**src/design/ufsc_pkg.sv**
```systemverilog
// shared constants, types and helpers for the union-find set counter
package ufsc_pkg;

    // element store geometry
    localparam int IDX_W         = 10;
    localparam int ELEMENT_COUNT = 1 << IDX_W;
    localparam int SIZE_W        = IDX_W + 1;
    localparam int EXTRA_W       = 32;

    // stream payload widths
    localparam int OP_W     = 2;
    localparam int S_DATA_W = 24;
    localparam int M_DATA_W = 56;

    // operation codes (the unused code behaves as a query)
    localparam logic [OP_W-1:0] OP_QUERY = 2'd0;
    localparam logic [OP_W-1:0] OP_MERGE = 2'd1;
    localparam logic [OP_W-1:0] OP_INC   = 2'd2;

    typedef enum logic [2:0] {
        ST_CLEAR,
        ST_IDLE,
        ST_FIND_A,
        ST_FIND_B,
        ST_READ_A,
        ST_READ_B,
        ST_UPDATE
    } state_t;

    // controller to datapath
    typedef struct packed {
        logic clear_wr;
        logic load_in;
        logic walk;
        logic a_found;
        logic b_found;
        logic sel_b;
        logic cap_a;
        logic update;
    } cmd_t;

    // datapath to controller
    typedef struct packed {
        logic clear_last;
        logic root_hit;
        logic out_free;
    } status_t;

    // saturating counter sum
    function automatic logic [EXTRA_W-1:0] sat_add(input logic [EXTRA_W-1:0] x,
                                                   input logic [EXTRA_W-1:0] y);
        logic [EXTRA_W:0] s;
        s = {1'b0, x} + {1'b0, y};
        return s[EXTRA_W] ? {EXTRA_W{1'b1}} : s[EXTRA_W-1:0];
    endfunction

endpackage

```
**src/design/ufsc_ctrl.sv**
```systemverilog
// sequencing state machine for the union-find set counter
module ufsc_ctrl (
    input  logic              clk,
    input  logic              rst_n,
    input  logic              s_tvalid,
    output logic              s_tready,
    input  ufsc_pkg::status_t status,
    output ufsc_pkg::cmd_t    cmd
);
    import ufsc_pkg::*;

    state_t state_reg;
    state_t state_next;

    // state register
    always_ff @(posedge clk or negedge rst_n)
    begin
        if (!rst_n)
        begin
            state_reg <= ST_CLEAR;
        end
        else
        begin
            state_reg <= state_next;
        end
    end

    // next state and commands
    always_comb
    begin
        state_next = state_reg;
        cmd        = '0;
        s_tready   = 1'b0;
        unique case (state_reg)
            ST_CLEAR:
            begin
                cmd.clear_wr = 1'b1;
                if (status.clear_last)
                begin
                    state_next = ST_IDLE;
                end
            end
            ST_IDLE:
            begin
                s_tready    = 1'b1;
                cmd.load_in = s_tvalid;
                if (s_tvalid)
                begin
                    state_next = ST_FIND_A;
                end
            end
            ST_FIND_A:
            begin
                if (status.root_hit)
                begin
                    cmd.a_found = 1'b1;
                    state_next  = ST_FIND_B;
                end
                else
                begin
                    cmd.walk = 1'b1;
                end
            end
            ST_FIND_B:
            begin
                if (status.root_hit)
                begin
                    cmd.b_found = 1'b1;
                    state_next  = ST_READ_A;
                end
                else
                begin
                    cmd.walk = 1'b1;
                end
            end
            ST_READ_A:
            begin
                state_next = ST_READ_B;
            end
            ST_READ_B:
            begin
                cmd.sel_b  = 1'b1;
                cmd.cap_a  = 1'b1;
                state_next = ST_UPDATE;
            end
            ST_UPDATE:
            begin
                cmd.sel_b = 1'b1;
                if (status.out_free)
                begin
                    cmd.update = 1'b1;
                    state_next = ST_IDLE;
                end
            end
            default:
            begin
                state_next = ST_CLEAR;
            end
        endcase
    end

endmodule

```
**config.mk**
```make
export PLATFORM = sky130hd
export DESIGN_NAME = ufsc_ctrl
export DESIGN_NICKNAME = d
export VERILOG_FILES = /design/src/design/ufsc_pkg.sv /design/src/design/ufsc_ctrl.sv
export SDC_FILE = /design/constraint.sdc
export NUM_CORES = 1
export LEC_CHECK = 0
export ABC_AREA = 1
export BUFFER_PORTS_ARGS = -buffer_cell sky130_fd_sc_hd__buf_2
export CAP_MARGIN = 30
export CORE_AREA = 2 2 39 41
export CTS_BUF_LIST = sky130_fd_sc_hd__clkbuf_4 sky130_fd_sc_hd__clkbuf_8
export CTS_CLUSTER_DIAMETER = 120
export DETAILED_ROUTE_END_ITERATION = 6
export DIE_AREA = 0 0 41 43
export GPL_TIMING_DRIVEN = 0
export SLEW_MARGIN = 15
export SYNTH_ARGS = -nofsm -noshare
export SYNTH_HDL_FRONTEND = slang
export SYNTH_SLANG_ARGS = --single-unit
```
**constraint.sdc**
```tcl
create_clock -name clk -period 1 [get_ports clk]
set_clock_uncertainty 0.1 [all_clocks]
set_input_delay 0 -clock clk [delete_from_list [all_inputs] [get_ports clk]]
set_output_delay 0 -clock clk [all_outputs]
set_load 0.1 [all_outputs]
```
Word-level counts from Yosys, hierarchy flattened
Index checks and enable logic that the tools add are counted.

storage, ports and cells
  word-level logic and storage cells = 34
  bits of input ports = 6
  output and inout port bits = 9
  register bits = 3

operators by class
  reduce and logical (&&, ||, !) cells = 4
  eq/ne operators = 11
  muxes and demuxes = 18

operators by type and width
  kind                number
  $pmux 3 s7          1
  $mux 3              5
  $mux 1              12
  $ne 2x2->1 const B  5
  $eq 3x3->1 const B  3
  $eq 3x2->1 const B  2
  $reduce_and 5->1    1
  $reduce_or 2->1     2
  $eq 3x1->1 const B  1
  $logic_not 3->1     1

Depth between registers and ports, before layout
  depth in word-level cells = 3
  mapped depth = 7
  gate-level depth less buffers = 6

Least setup slack after synthesis
Ideal clock, no wire load.

  kind = reg-to-output
  from = register state_reg[1]
  to = output cmd[7] (netlist bit)
  buffers on the path = 1
  data required time = 900 ps
  setup slack = -1661 ps
  stages on the path, launching flop included = 3
  arrival = 2561 ps
  path through = dfrtp_1 -> buf_6 -> nor3_1

RTL lines
  element                 RTL line         text
  start, declared         ufsc_ctrl.sv:12  state_t state_reg;
  start signal, assigned  ufsc_ctrl.sv:24  state_reg <= state_next;
  end, declared           ufsc_ctrl.sv:8   output ufsc_pkg::cmd_t cmd

==> results.md <==
* First-pass GRT wire length at around 1.7 mm
* Max-slew headroom at 0.864
* Synth area leader: dfrtp_1
* Max-cap violation count at 0
* Pre-CTS setup slack at -0.413 ns
* CP Data Required Time at roughly 0.90 ns
* Hold Fails Final Rpt at 0
* Die area at roughly 1800 um2
* FILL cells at 122
* Largest cells by area after synthesis: dfrtp_1 25%, nand3_1 17%, nand2_1 9.9%
* Port bufs at 14
* Worst Path Class, Setup: flip-flop to primary output
* Syn_area_per_cell at 6.31 um2
* Crit Path Max Fanout at 7
* Area delta synth->final at 157%
* Reg-to-Reg Start: state_reg[2]
* Syn Nets at 54
* Synthesized instance count at 48
* Post-synthesis cell area at approximately 300 um2
* IO Pins at 15
* Most common cell after layout, fill and taps aside: buf_12
* Worst setup path start: state_reg[2]
* Stages on worst setup path at 3
* YS warnings at 0
* CP Launch Type: flip-flop
* Final WL at between 1 and 1.5 mm
* Final max-slew violation count at 0
* Vias at between 400 and 500
* Final Cycle Share at 1.38
* Initial DRC count at 2
* Worst R2R Path Depth at 7
* Avg WL per Cell at between 10 and 15 um
* Endpoints failing setup at 12
* Starting Density at 0.219
* Status: finished with violations
* Antenna Nets Post-Route at 0
* Initial DRT Pass Iterations at 2
* Crit-path leading delay family: flip-flops
* Worst hold start: status[0]
* Die Span X at just over 40 um
* Hold Path Class: primary input to flip-flop
* WP data arrival at around 1.3 ns
* Commonest non-fill, non-tap cells in the layout: 9 x buf_12, 7 x nor2_4, 6 x nand2_1
* ANT cells at 0
* Critical path capture point type: primary output
* CTS tree: yes
* RSZ-0062 raised after global routing: true
* Share of the yosys chip area belonging to registers at 0.248
* DRC errors left at 0
* Layout cells sized above 1 at 0.724
* Vias per inst at about 4.5
* Min Hold Slack at 0.0807 ns
* Worst Slack Setup Final at -0.379 ns
* Post-layout util at 0.561
* Root buffer cell: clkbuf_4
* Clk slew on worst S/H paths at 0.03 ns
* Total GRT Usage at 0.141
* Crit-path cells: buf_4 -> nor3_4 -> buf_12
* Netlist cell types at 15
* H-tree Lvls at 1
* Failing checks: negative setup slack
* Clk Latency, worst-skew pair at 0.24 ns
* # clock sinks at 3
* CP max stage delay at roughly 0.47 ns
* WP buf/inv at 2
* Share of the synthesized area in the top cell type at 0.248
* Initial antenna violation count at 0
* Worst path slowest cell: dfrtp_2
* Largest net degree at the start of global routing at 10
* Max reg flops at 3
* RD Place Congestion at a little under 0.8
* Final Critical Period at ~1.4 ns
* Buffer levels on the longest clock path at 2
* Core area at approximately 1400 um2
* Post-DP HPWL at 628 um
* Hold depth at 5
* Vias in the first global route at 441
* Die H at approximately 43 um
* Slew at the pin closest to its max-slew limit at roughly 0.20 ns
* FMAX at between 700 and 800 MHz
* Row cnt at 14
* Flops & latches, synth at 3
* Fin nets at 83
* GRT overflow at 0
* CTS buffer count at 3
worst reg2reg max path, delay by kind of cell, from the launching register on:
kind | cells | cell delay, ns
flops | 1 | 0.47
simple gates | 5 | 0.37
buf+inv | 2 | 0.27
kinds of logic after synthesis:
| kind of cell | synth area share |
|---|---|
| buf+inv | 0.190 |
| compound gates | 0.0661 |
| simple gates | 0.496 |
| flops | 0.248 |
final timing paths:
kind	end	slack, ns
setup / recovery	cmd[7]	-0.38
max in group asynchronous	state_reg[2]	0.09
hold reg to reg	state_reg[2]	0.63
setup reg to reg	state_reg[1]	-0.31
min in group asynchronous	state_reg[1]	0.54
hold / removal	state_reg[2]	0.08
cell type report:
| class | count | area, um2 | area share |
|---|---|---|---|
| Multi-Input combinational cell | 32 | 279 | 0.359 |
| Timing Repair Buffer | 24 | 297 | 0.382 |
| Inverter | 12 | 62.6 | 0.0805 |
| Tap cell | 16 | 20.0 | 0.0258 |
| Buffer | 1 | 11.3 | 0.0145 |
| Clock buffer | 4 | 30.0 | 0.0386 |
| Sequential cell | 3 | 77.6 | 0.0998 |
metal layers:
layer,global-route usage,vias to the layer above,wire length [um]
li1,-,207,-
met1,0.134,198,379
met2,0.231,10,608
met3,0.0419,3,34
met4,0.113,0,22
met5,0,-,0
per-stage QoR:
step / std cells / setup TNS [ns] / instance area [um2]
6_report: 92 / -3.89 / 777
5_1_grt: 92 / -4.55 / 777
4_1_cts: 87 / -3.97 / 717
3_5_place_dp: 78 / -3.69 / 465
3_3_place_gp: 78 / -3.58 / 465
2_1_floorplan: 48 / -2.64 / 375
synth_stat cells:
| master | number |
|---|---|
| nor2_4 | 1 |
| nand3_2 | 2 |
| nor2_1 | 4 |
| inv_2 | 5 |
| nand3_1 | 10 |
| dfrtp_1 | 3 |
| o21bai_1 | 2 |
| clkinv_2 | 1 |
| o21ai_0 | 1 |
| nor3_1 | 1 |
| buf_6 | 1 |
| nand4_1 | 1 |
| inv_1 | 6 |
| nor2_2 | 2 |
| nand2_1 | 8 |
what timing repair did:
action                                  4_1_cts  5_1_grt
hold endpoints to repair                      3        0
hold buffers                                  2        0
pin swaps                                     4        5
gates cloned                                  0        0
gates resized for setup                      44        5
endpoints found under the setup margin       12       12
setup buffers                                 3        5
Power is not shown: default switching activity piles up to over one toggle a cycle in this logic, so the estimate is an artifact.
